### src/sv/shared_pool_multi_stack_defines.svh
// ----------------------------------------------------------------------------
// shared_pool_multi_stack_defines
// Assertion macros for the shared-pool stack block; NO_ASSERTIONS strips them.
// ----------------------------------------------------------------------------
`ifndef SHARED_POOL_MULTI_STACK_DEFINES_SVH
`define SHARED_POOL_MULTI_STACK_DEFINES_SVH

`ifndef NO_ASSERTIONS

// Check a property on every rising edge, idle while reset is held.
`define SPMS_ASSERT(label, clk, rstn, prop, msg) \
    label: assert property (@(posedge clk) disable iff (!(rstn)) (prop)) else $error(msg);

// Check a property on every rising edge, also during reset.
`define SPMS_ASSERT_ALWAYS(label, clk, prop, msg) \
    label: assert property (@(posedge clk) (prop)) else $error(msg);

`else

`define SPMS_ASSERT(label, clk, rstn, prop, msg)
`define SPMS_ASSERT_ALWAYS(label, clk, prop, msg)

`endif

`endif

### src/sv/spms_pkg.sv
// ----------------------------------------------------------------------------
// spms_pkg
// Item types, operation and status codes, and default sizes of the pool.
// ----------------------------------------------------------------------------
package spms_pkg;

    localparam int DEF_TABLE_SIZE  = 16;
    localparam int DEF_NUM_STACKS  = 3;
    localparam int DEF_VALUE_WIDTH = 32;

    localparam int DATA_W      = 32;
    localparam int WIDE_W      = 64;
    localparam int SLOT_IDX_W  = 4;
    localparam int ITEMS_W     = 5;

    localparam logic [1:0] OP_PUSH      = 2'd0;
    localparam logic [1:0] OP_POP       = 2'd1;
    localparam logic [1:0] OP_CLEAR_ONE = 2'd2;
    localparam logic [1:0] OP_CLEAR_ALL = 2'd3;

    localparam logic [1:0] STATUS_OK    = 2'd0;
    localparam logic [1:0] STATUS_FULL  = 2'd1;
    localparam logic [1:0] STATUS_EMPTY = 2'd2;

    typedef struct packed {
        logic [1:0]               operation;
        logic [1:0]               stack_select;
        logic signed [DATA_W-1:0] push_value;
    } in_item_t;

    typedef struct packed {
        logic [1:0]               status;
        logic signed [DATA_W-1:0] popped_value;
        logic [SLOT_IDX_W-1:0]    slot_index;
        logic [ITEMS_W-1:0]       items_in_use;
    } out_item_t;

endpackage

### src/sv/spms_mem.sv
// ----------------------------------------------------------------------------
// spms_mem
// Single-port-write, single-port-read slot memory with registered read data.
// ----------------------------------------------------------------------------
module spms_mem #(
    parameter int DEPTH = 16,
    parameter int WIDTH = 38
) (
    input  logic                     aclk,
    input  logic                     rd_en,
    input  logic [$clog2(DEPTH)-1:0] rd_addr,
    output logic [WIDTH-1:0]         rd_data,
    input  logic                     wr_en,
    input  logic [$clog2(DEPTH)-1:0] wr_addr,
    input  logic [WIDTH-1:0]         wr_data
);

    logic [WIDTH-1:0] mem [DEPTH];

    always_ff @(posedge aclk) begin
        if (wr_en) begin
            mem[wr_addr] <= wr_data;
        end
    end

    always_ff @(posedge aclk) begin
        if (rd_en) begin
            rd_data <= mem[rd_addr];
        end
    end

endmodule

### src/sv/spms_ctrl.sv
// ----------------------------------------------------------------------------
// spms_ctrl
// Sequencer: free-slot scan, pop, chain walk and clearing sweeps on the memory.
// ----------------------------------------------------------------------------
`include "shared_pool_multi_stack_defines.svh"

module spms_ctrl #(
    parameter int TABLE_SIZE  = spms_pkg::DEF_TABLE_SIZE,
    parameter int NUM_STACKS  = spms_pkg::DEF_NUM_STACKS,
    parameter int VALUE_WIDTH = spms_pkg::DEF_VALUE_WIDTH,
    parameter int IDX_W       = $clog2(TABLE_SIZE),
    parameter int ENTRY_W     = VALUE_WIDTH + IDX_W + 2
) (
    input  logic                  aclk,
    input  logic                  aresetn,
    input  logic                  s_valid,
    output logic                  s_ready,
    input  spms_pkg::in_item_t    s_item,
    output logic                  res_valid,
    input  logic                  res_ready,
    output spms_pkg::out_item_t   res_item,
    output logic                  mem_rd_en,
    output logic [IDX_W-1:0]      mem_rd_addr,
    input  logic [ENTRY_W-1:0]    mem_rd_data,
    output logic                  mem_wr_en,
    output logic [IDX_W-1:0]      mem_wr_addr,
    output logic [ENTRY_W-1:0]    mem_wr_data
);

    import spms_pkg::*;

    localparam int STK_W    = $clog2(NUM_STACKS);
    localparam int CNT_W    = $clog2(TABLE_SIZE + 1);
    localparam int LINK_LO  = VALUE_WIDTH;
    localparam int LV_BIT   = VALUE_WIDTH + IDX_W;
    localparam int USED_BIT = LV_BIT + 1;
    localparam logic [IDX_W-1:0] LAST_IDX = IDX_W'(TABLE_SIZE - 1);

    typedef enum logic [2:0] {
        S_INIT, S_IDLE, S_SCAN, S_POP, S_WALK, S_SWEEP, S_DONE
    } state_t;

    state_t                  state_reg;
    logic [IDX_W-1:0]        idx_reg;
    logic [IDX_W-1:0]        steps_reg;
    logic [STK_W-1:0]        stk_reg;
    logic [VALUE_WIDTH-1:0]  val_reg;
    logic [CNT_W-1:0]        count_reg;
    logic [IDX_W-1:0]        head_reg [NUM_STACKS];
    logic [NUM_STACKS-1:0]   nonempty_reg;
    logic [1:0]              status_reg;
    logic [DATA_W-1:0]       popped_reg;
    logic [IDX_W-1:0]        slot_reg;

    logic                    accept;
    logic                    sel_ok;
    logic [STK_W-1:0]        sel_idx;
    logic signed [WIDE_W-1:0] push_ext;
    logic                    rd_used;
    logic                    rd_lv;
    logic [IDX_W-1:0]        rd_link;
    logic [WIDE_W-1:0]       rd_val_wide;

    assign s_ready     = (state_reg == S_IDLE);
    assign accept      = s_valid && s_ready;
    assign sel_ok      = (32'(s_item.stack_select) < NUM_STACKS);
    assign sel_idx     = STK_W'(s_item.stack_select);
    assign push_ext    = WIDE_W'(s_item.push_value);
    assign rd_used     = mem_rd_data[USED_BIT];
    assign rd_lv       = mem_rd_data[LV_BIT];
    assign rd_link     = mem_rd_data[LV_BIT-1:LINK_LO];
    assign rd_val_wide = WIDE_W'(mem_rd_data[VALUE_WIDTH-1:0]);

    assign res_valid              = (state_reg == S_DONE);
    assign res_item.status        = status_reg;
    assign res_item.popped_value  = popped_reg;
    assign res_item.slot_index    = SLOT_IDX_W'(slot_reg);
    assign res_item.items_in_use  = ITEMS_W'(count_reg);

    // Memory access decode; every access is at most one read and at most one write
    // per cycle, always to different entries.
    always_comb begin
        mem_rd_en   = 1'b0;
        mem_rd_addr = idx_reg;
        mem_wr_en   = 1'b0;
        mem_wr_addr = idx_reg;
        mem_wr_data = '0;
        unique case (state_reg)
            S_INIT, S_SWEEP: begin
                mem_wr_en = 1'b1;
            end
            S_IDLE: begin
                if (s_valid && sel_ok) begin
                    if (s_item.operation == OP_PUSH) begin
                        mem_rd_en   = 1'b1;
                        mem_rd_addr = '0;
                    end else if ((s_item.operation == OP_POP ||
                                  s_item.operation == OP_CLEAR_ONE) &&
                                 nonempty_reg[sel_idx]) begin
                        mem_rd_en   = 1'b1;
                        mem_rd_addr = head_reg[sel_idx];
                    end
                end
            end
            S_SCAN: begin
                if (!rd_used) begin
                    mem_wr_en   = 1'b1;
                    mem_wr_data = {1'b1, nonempty_reg[stk_reg], head_reg[stk_reg], val_reg};
                end else if (idx_reg != LAST_IDX) begin
                    mem_rd_en   = 1'b1;
                    mem_rd_addr = idx_reg + IDX_W'(1);
                end
            end
            S_POP: begin
                mem_wr_en             = 1'b1;
                mem_wr_data           = mem_rd_data;
                mem_wr_data[USED_BIT] = 1'b0;
            end
            S_WALK: begin
                mem_wr_en             = rd_used;
                mem_wr_data           = mem_rd_data;
                mem_wr_data[USED_BIT] = 1'b0;
                if (rd_lv && steps_reg != LAST_IDX) begin
                    mem_rd_en   = 1'b1;
                    mem_rd_addr = rd_link;
                end
            end
            S_DONE: begin
            end
            default: begin
            end
        endcase
    end

    always_ff @(posedge aclk) begin
        if (!aresetn) begin
            state_reg    <= S_INIT;
            idx_reg      <= '0;
            count_reg    <= '0;
            nonempty_reg <= '0;
        end else begin
            unique case (state_reg)
                S_INIT: begin
                    idx_reg <= idx_reg + IDX_W'(1);
                    if (idx_reg == LAST_IDX) begin
                        idx_reg   <= '0;
                        state_reg <= S_IDLE;
                    end
                end
                S_IDLE: begin
                    if (accept) begin
                        stk_reg    <= sel_idx;
                        val_reg    <= VALUE_WIDTH'(push_ext);
                        status_reg <= STATUS_OK;
                        popped_reg <= '0;
                        slot_reg   <= '0;
                        steps_reg  <= '0;
                        idx_reg    <= '0;
                        if (s_item.operation == OP_CLEAR_ALL) begin
                            nonempty_reg <= '0;
                            count_reg    <= '0;
                            state_reg    <= S_SWEEP;
                        end else if (!sel_ok) begin
                            state_reg <= S_DONE;
                        end else if (s_item.operation == OP_PUSH) begin
                            state_reg <= S_SCAN;
                        end else if (!nonempty_reg[sel_idx]) begin
                            if (s_item.operation == OP_POP) begin
                                status_reg <= STATUS_EMPTY;
                            end
                            state_reg <= S_DONE;
                        end else begin
                            idx_reg   <= head_reg[sel_idx];
                            state_reg <= (s_item.operation == OP_POP) ? S_POP : S_WALK;
                        end
                    end
                end
                S_SCAN: begin
                    if (!rd_used) begin
                        head_reg[stk_reg]     <= idx_reg;
                        nonempty_reg[stk_reg] <= 1'b1;
                        count_reg             <= count_reg + CNT_W'(1);
                        slot_reg              <= idx_reg;
                        state_reg             <= S_DONE;
                    end else if (idx_reg == LAST_IDX) begin
                        status_reg <= STATUS_FULL;
                        state_reg  <= S_DONE;
                    end else begin
                        idx_reg <= idx_reg + IDX_W'(1);
                    end
                end
                S_POP: begin
                    popped_reg <= rd_val_wide[DATA_W-1:0];
                    slot_reg   <= idx_reg;
                    if (rd_used && count_reg != '0) begin
                        count_reg <= count_reg - CNT_W'(1);
                    end
                    head_reg[stk_reg]     <= rd_link;
                    nonempty_reg[stk_reg] <= rd_lv;
                    state_reg             <= S_DONE;
                end
                S_WALK: begin
                    if (rd_used && count_reg != '0) begin
                        count_reg <= count_reg - CNT_W'(1);
                    end
                    if (rd_lv && steps_reg != LAST_IDX) begin
                        idx_reg   <= rd_link;
                        steps_reg <= steps_reg + IDX_W'(1);
                    end else begin
                        nonempty_reg[stk_reg] <= 1'b0;
                        state_reg             <= S_DONE;
                    end
                end
                S_SWEEP: begin
                    idx_reg <= idx_reg + IDX_W'(1);
                    if (idx_reg == LAST_IDX) begin
                        state_reg <= S_DONE;
                    end
                end
                S_DONE: begin
                    if (res_ready) begin
                        state_reg <= S_IDLE;
                    end
                end
                default: begin
                    state_reg <= S_IDLE;
                end
            endcase
        end
    end

    `SPMS_ASSERT_ALWAYS(a_no_same_entry, aclk,
        (mem_wr_en && mem_rd_en) |-> (mem_wr_addr != mem_rd_addr), "read and write hit one entry")
    `SPMS_ASSERT(a_accept_leaves_idle, aclk, aresetn,
        accept |=> (state_reg != S_IDLE), "accepted item did not start")
    `SPMS_ASSERT(a_push_counts, aclk, aresetn,
        (state_reg == S_SCAN && !rd_used) |=> (count_reg == $past(count_reg) + CNT_W'(1)),
        "push did not count its slot")
    `SPMS_ASSERT(a_count_bound, aclk, aresetn,
        (state_reg == S_DONE) |-> (32'(count_reg) <= TABLE_SIZE), "slot count beyond pool size")

endmodule

### src/sv/shared_pool_multi_stack.sv
// ----------------------------------------------------------------------------
// shared_pool_multi_stack
// Several linked stacks sharing one pool of slots held in a single memory.
// ----------------------------------------------------------------------------
// NUM_STACKS stacks share TABLE_SIZE slots. A push takes the lowest free slot,
// a pop frees the head slot and returns its value, clear-one frees a stack's
// chain and clear-all frees the whole pool. Each slot entry (used flag, link
// valid, link, value) lives in one memory with a registered read port, and a
// sequencer reads, modifies and writes it back one entry per cycle. One item is
// worked at a time; its result waits in an output register so the next item
// can be accepted while the result is not yet taken. A push reads the slots
// from index 0 up to the first free one, a pop reads and frees the head
// entry, clear-one walks the chain entry by entry and clear-all sweeps every
// entry; a pop or clear-one of an empty stack and any push, pop or clear-one
// with an out-of-range stack select go straight to the result. After reset
// the block sweeps every entry of the memory with s_ready low before it takes
// the first item.
module shared_pool_multi_stack #(
    parameter int TABLE_SIZE  = spms_pkg::DEF_TABLE_SIZE,
    parameter int NUM_STACKS  = spms_pkg::DEF_NUM_STACKS,
    parameter int VALUE_WIDTH = spms_pkg::DEF_VALUE_WIDTH
) (
    input  logic                aclk,
    input  logic                aresetn,
    input  logic                s_valid,
    output logic                s_ready,
    input  spms_pkg::in_item_t  s_item,
    output logic                m_valid,
    input  logic                m_ready,
    output spms_pkg::out_item_t m_item
);

    import spms_pkg::*;

    localparam int IDX_W   = $clog2(TABLE_SIZE);
    localparam int ENTRY_W = VALUE_WIDTH + IDX_W + 2;

    logic               res_valid;
    logic               res_ready;
    out_item_t          res_item;
    logic               m_valid_reg;
    out_item_t          m_item_reg;

    logic               mem_rd_en;
    logic [IDX_W-1:0]   mem_rd_addr;
    logic [ENTRY_W-1:0] mem_rd_data;
    logic               mem_wr_en;
    logic [IDX_W-1:0]   mem_wr_addr;
    logic [ENTRY_W-1:0] mem_wr_data;

    spms_ctrl #(
        .TABLE_SIZE  (TABLE_SIZE),
        .NUM_STACKS  (NUM_STACKS),
        .VALUE_WIDTH (VALUE_WIDTH),
        .IDX_W       (IDX_W),
        .ENTRY_W     (ENTRY_W)
    ) u_ctrl (
        .aclk        (aclk),
        .aresetn     (aresetn),
        .s_valid     (s_valid),
        .s_ready     (s_ready),
        .s_item      (s_item),
        .res_valid   (res_valid),
        .res_ready   (res_ready),
        .res_item    (res_item),
        .mem_rd_en   (mem_rd_en),
        .mem_rd_addr (mem_rd_addr),
        .mem_rd_data (mem_rd_data),
        .mem_wr_en   (mem_wr_en),
        .mem_wr_addr (mem_wr_addr),
        .mem_wr_data (mem_wr_data)
    );

    spms_mem #(
        .DEPTH (TABLE_SIZE),
        .WIDTH (ENTRY_W)
    ) u_mem (
        .aclk    (aclk),
        .rd_en   (mem_rd_en),
        .rd_addr (mem_rd_addr),
        .rd_data (mem_rd_data),
        .wr_en   (mem_wr_en),
        .wr_addr (mem_wr_addr),
        .wr_data (mem_wr_data)
    );

    // Output register: take a finished result whenever the slot is empty or
    // being drained this cycle; otherwise hold the sequencer in its done state.
    assign res_ready = !m_valid_reg || m_ready;

    always_ff @(posedge aclk) begin
        if (!aresetn) begin
            m_valid_reg <= 1'b0;
        end else begin
            if (res_valid && res_ready) begin
                m_valid_reg <= 1'b1;
                m_item_reg  <= res_item;
            end else if (m_ready) begin
                m_valid_reg <= 1'b0;
            end
        end
    end

    assign m_valid = m_valid_reg;
    assign m_item  = m_item_reg;

endmodule

### config.mk
export PLATFORM = sky130hd
export DESIGN_NAME = shared_pool_multi_stack
export DESIGN_NICKNAME = d
export VERILOG_FILES = /design/src/sv/spms_pkg.sv /design/src/sv/spms_mem.sv /design/src/sv/spms_ctrl.sv /design/src/sv/shared_pool_multi_stack.sv
export VERILOG_INCLUDE_DIRS = /design/src /design/src/sv
export SDC_FILE = /design/constraint.sdc
export NUM_CORES = 1
export LEC_CHECK = 0
export BUFFER_PORTS_ARGS = -buffer_cell sky130_fd_sc_hd__buf_2
export CORE_UTILIZATION = 35
export CTS_CLUSTER_SIZE = 25
export DETAILED_ROUTE_END_ITERATION = 7
export PLACE_DENSITY = 0.51
export SLEW_MARGIN = 20
export SYNTH_ARGS = -nofsm -noshare
export SYNTH_HDL_FRONTEND = slang
export SYNTH_HIERARCHICAL = 1
export SYNTH_SLANG_ARGS = --single-unit
export TNS_END_PERCENT = 1
### constraint.sdc
create_clock -name aclk -period 14.4 [get_ports aclk]
set_clock_uncertainty 0.1 [all_clocks]
set_input_delay 1.44 -clock aclk [delete_from_list [all_inputs] [get_ports aclk]]
set_output_delay 1.44 -clock aclk [all_outputs]
set_load 0.005 [all_outputs]
==> summary.md <==
| Metric | Value |
|---|---|
| Synth warn | `6` |
| Worst setup EP type | `flop` |
| Initial antenna violation count | `3` |
| CTS Buf Count | `85` |
| Max Clk Rate | `roughly 0.18 GHz` |
| Post-Synthesis Net Count | `1561` |
| Via/cell ratio | `5.35` |
| ANT cells | `0` |
| Final hold vios | `0` |
| Routed Antenna Nets | `0` |
| WP data required | `approximately 15 ns` |
| RSZ-0062 raised after global routing | `no` |
| Critical Path, Cell by Cell | `ha_1 -> nand3_1 -> ha_1 -> nor4_1 -> a21oi_1 -> o221ai_1 -> a31o_4 -> buf_12 -> mux4_2 -> a22oi_1 -> nand2_1` |
| Post-synth top flop | `edfxtp_1` |
| Core Area | `86900 um2` |
| Final #Nets | `1679` |
| Std-Cell Rows | `108` |
| WL per Instance | `26.8 um` |
| Met2 GRT Util | `28.6%` |
| First-pass GRT wire length | `111000 um` |
| Hold_buf cts | `0` |
| Worst hold path type | `flop to flop` |
| Pwr Total | `4810 uW` |
| GRT Total Usage | `17.2%` |
| Final Cycle Share | `~38%` |
| Worst-path fanout max | `between 100 and 150` |
| DP Wirelength | `about 37000 um` |
| Startpoint Class | `flop` |
| Crit Reg-Reg Startpoint | `u_ctrl/mem_wr_addr[0]` |
| Syn avg cell area | `~20 um2` |
| CTS tree | `done` |
| Post-synthesis cell count | `1510` |
| CTS root buffer | `clkbuf_16` |
| Met3 usage | `~2.7%` |
| Placer Congestion | `0.785` |
| Largest family of logic cells by synthesized area | `multiplexers` |
| CP startpoint | `u_ctrl/mem_wr_addr[0]` |
| Crit path largest cell delay | `0.85 ns` |
| Max Root-Sink Buffers | `3` |
| Via count | `between 15000 and 20000` |
| Synthesis-to-finish area growth | `14.9%` |
| Critical path class | `flop to flop` |
| FF+latch area | `roughly 24000 um2` |
| Post-route minimum period | `around 5.5 ns` |
| Register area share after synthesis | `77.1%` |
| Initial DRC count | `1508` |
| IO Count | `85` |
| Met1 Usage GRT | `a little under a quarter` |
| Yosys cell types | `69` |
| Final worst slack | `8.86 ns` |
| Worst-Margin Slew | `1.30 ns` |
| Post-synthesis xor/xnor area fraction | `0.228%` |
| Die W | `between 200 and 300 um` |
| Lkg Pwr | `0.0108 uW` |
| Post-Synth Adder-Cell Area | `less than 1%` |
| Die Area | `approximately 89000 um2` |
| Post-synth EDFFs | `777` |
| Worst path arrival time | `5.81 ns` |
| 1st-pass router iterations | `5` |
| Max-cap violations | `0` |
| Dpl ws | `8.60 ns` |
| Reg clk slew, reported paths | `around 0.060 ns` |
| Maximum VDD drop | `0.0713 mV` |
| Vias in the first global route | `between 15000 and 20000` |
| Final Max Slew Viols | `0` |
| Area taken by multi-input logic gates | `6740 um2` |
| Total clock sinks | `795` |
| HP Start | `u_ctrl/popped_reg[3]` |
| Post-layout util | `40.7%` |
| Die Ht | `roughly 300 um` |
| # setup viols final | `0` |
| Synthesis-stage register bit count | `795` |
| Post-synthesis mux area share | `11.9%` |
| Initial Util | `35.4%` |
| Pwr dens | `136 nW/um2` |
| Slowest cell on crit path | `dfxtp_1` |
| Async SR Flop Fraction | `0%` |
| Most used cell, CP | `ha_1` |
| DR DRC count | `0` |
| Worst-Skew Late Latency | `0.64 ns` |
| Mapped Area | `30700 um2` |
| Outcome | `complete, no violations` |
| Largest net degree at the start of global routing | `153` |
| Synth Area in Compound Gates | `5.12%` |
| Filler cell count | `7665` |
| GRT Residual Overflow | `0` |
| Postcts setup bufs | `0` |
| Simple-gate share of the synthesized area | `~3.6%` |
| I/O Buffers | `84` |
| Max reg flops | `608` |
| Post-CTS Resized | `0` |
| H-tree depth | `3` |
| WL final | `around 76000 um` |
| Fin Setup TNS | `0 ns` |
| Layout cells sized above 1 | `26.1%` |
| Rel. slew slack | `between 10% and 20%` |
| Busiest grt layer | `met2` |
-- final timing paths --
check,endpoint,slack [ns],depth (start not counted)
setup / recovery,u_mem/rd_data[36],8.86,11
hold / removal,m_item[12],0.32,0
setup reg to reg,u_mem/rd_data[36],8.86,11
hold reg to reg,m_item[12],0.32,0
-- critical path: cells and delay by family, from the launching register on --
family	cells	cell delay (ns)
adder cells (fa/ha/maj)	2	0.88
AO/OA/AOI/OAI	4	1.19
multiplexers	1	0.60
AND/OR/NAND/NOR	3	0.75
buffers and inverters	1	0.82
flip-flops	1	0.85
-- layout make-up --
cell class | count | share of cell area [%]
Timing Repair Buffer | 118 | 1.98
Clock inverter | 50 | 1.38
Multi-Input combinational cell | 617 | 19.1
Tap cell | 1155 | 4.09
Sequential cell | 795 | 67.1
Inverter | 11 | 0.128
Clock buffer | 105 | 6.26
-- stage by stage --
step | area, um2 | hold WS (ns) | std cells
6_report | 35300 | 0.319 | 2851
5_1_grt | 35300 | 0.322 | 2851
4_1_cts | 35300 | 0.315 | 2851
3_5_place_dp | 32600 | 0.305 | 2696
3_3_place_gp | 32600 | 0.302 | 2696
2_1_floorplan | 30700 | 0.300 | 1510
-- cell families (layout without fill, tap and decap cells) --
logic type	Yosys count	after routing
fa+ha+maj	11	11
flops	795	795
buf+inv	98	284
xor+xnor	8	8
mux	174	174
simple gates	214	214
compound gates	210	210
-- layout by cell type, fill, tap and decap left out, drive strengths merged, types with 7 or more instances in the layout --
cell    instances
edfxtp        777
clkinv         37
a21oi          21
mux2i          12
nor3           11
and2            8
mux4          152
ha             10
inv            14
a22o           37
dfxtp          18
o21ai          26
nor2           39
bufinv          7
nor2b          10
nand2          67
a22oi          76
and3           38
buf           118
mux2           10
nand3          10
clkbuf        105
nand2b         11
-- per-layer routing --
layer,vias up,routed length [um]
met4,0,1650
li1,6519,-
met5,-,0
met1,8177,32900
met3,98,4060
met2,465,37800
-- where the power goes --
part | internal, uW | leakage, uW | switching [uW]
clock | 1220 | 0.00131 | 894
combinational | 73.1 | 0.00267 | 81.8
sequential | 2540 | 0.00685 | 7.27
-- cell usage after synthesis (12+ instances only) --
cell type  instances  area, um2
edfxtp_1         777      23300
mux4_2           152       3420
a22oi_1           76        571
nand2_1           67        251
clkbuf_1          46        173
and3_1            38        238
nor2_1            38        143
a22o_1            37        324
buf_2             23        115
o21ai_0           23        115
a21oi_1           20        100
dfxtp_1           18        360
buf_6             12        135
mux2i_1           12        120
No activity file was read; power rests on OpenSTA's default activity.
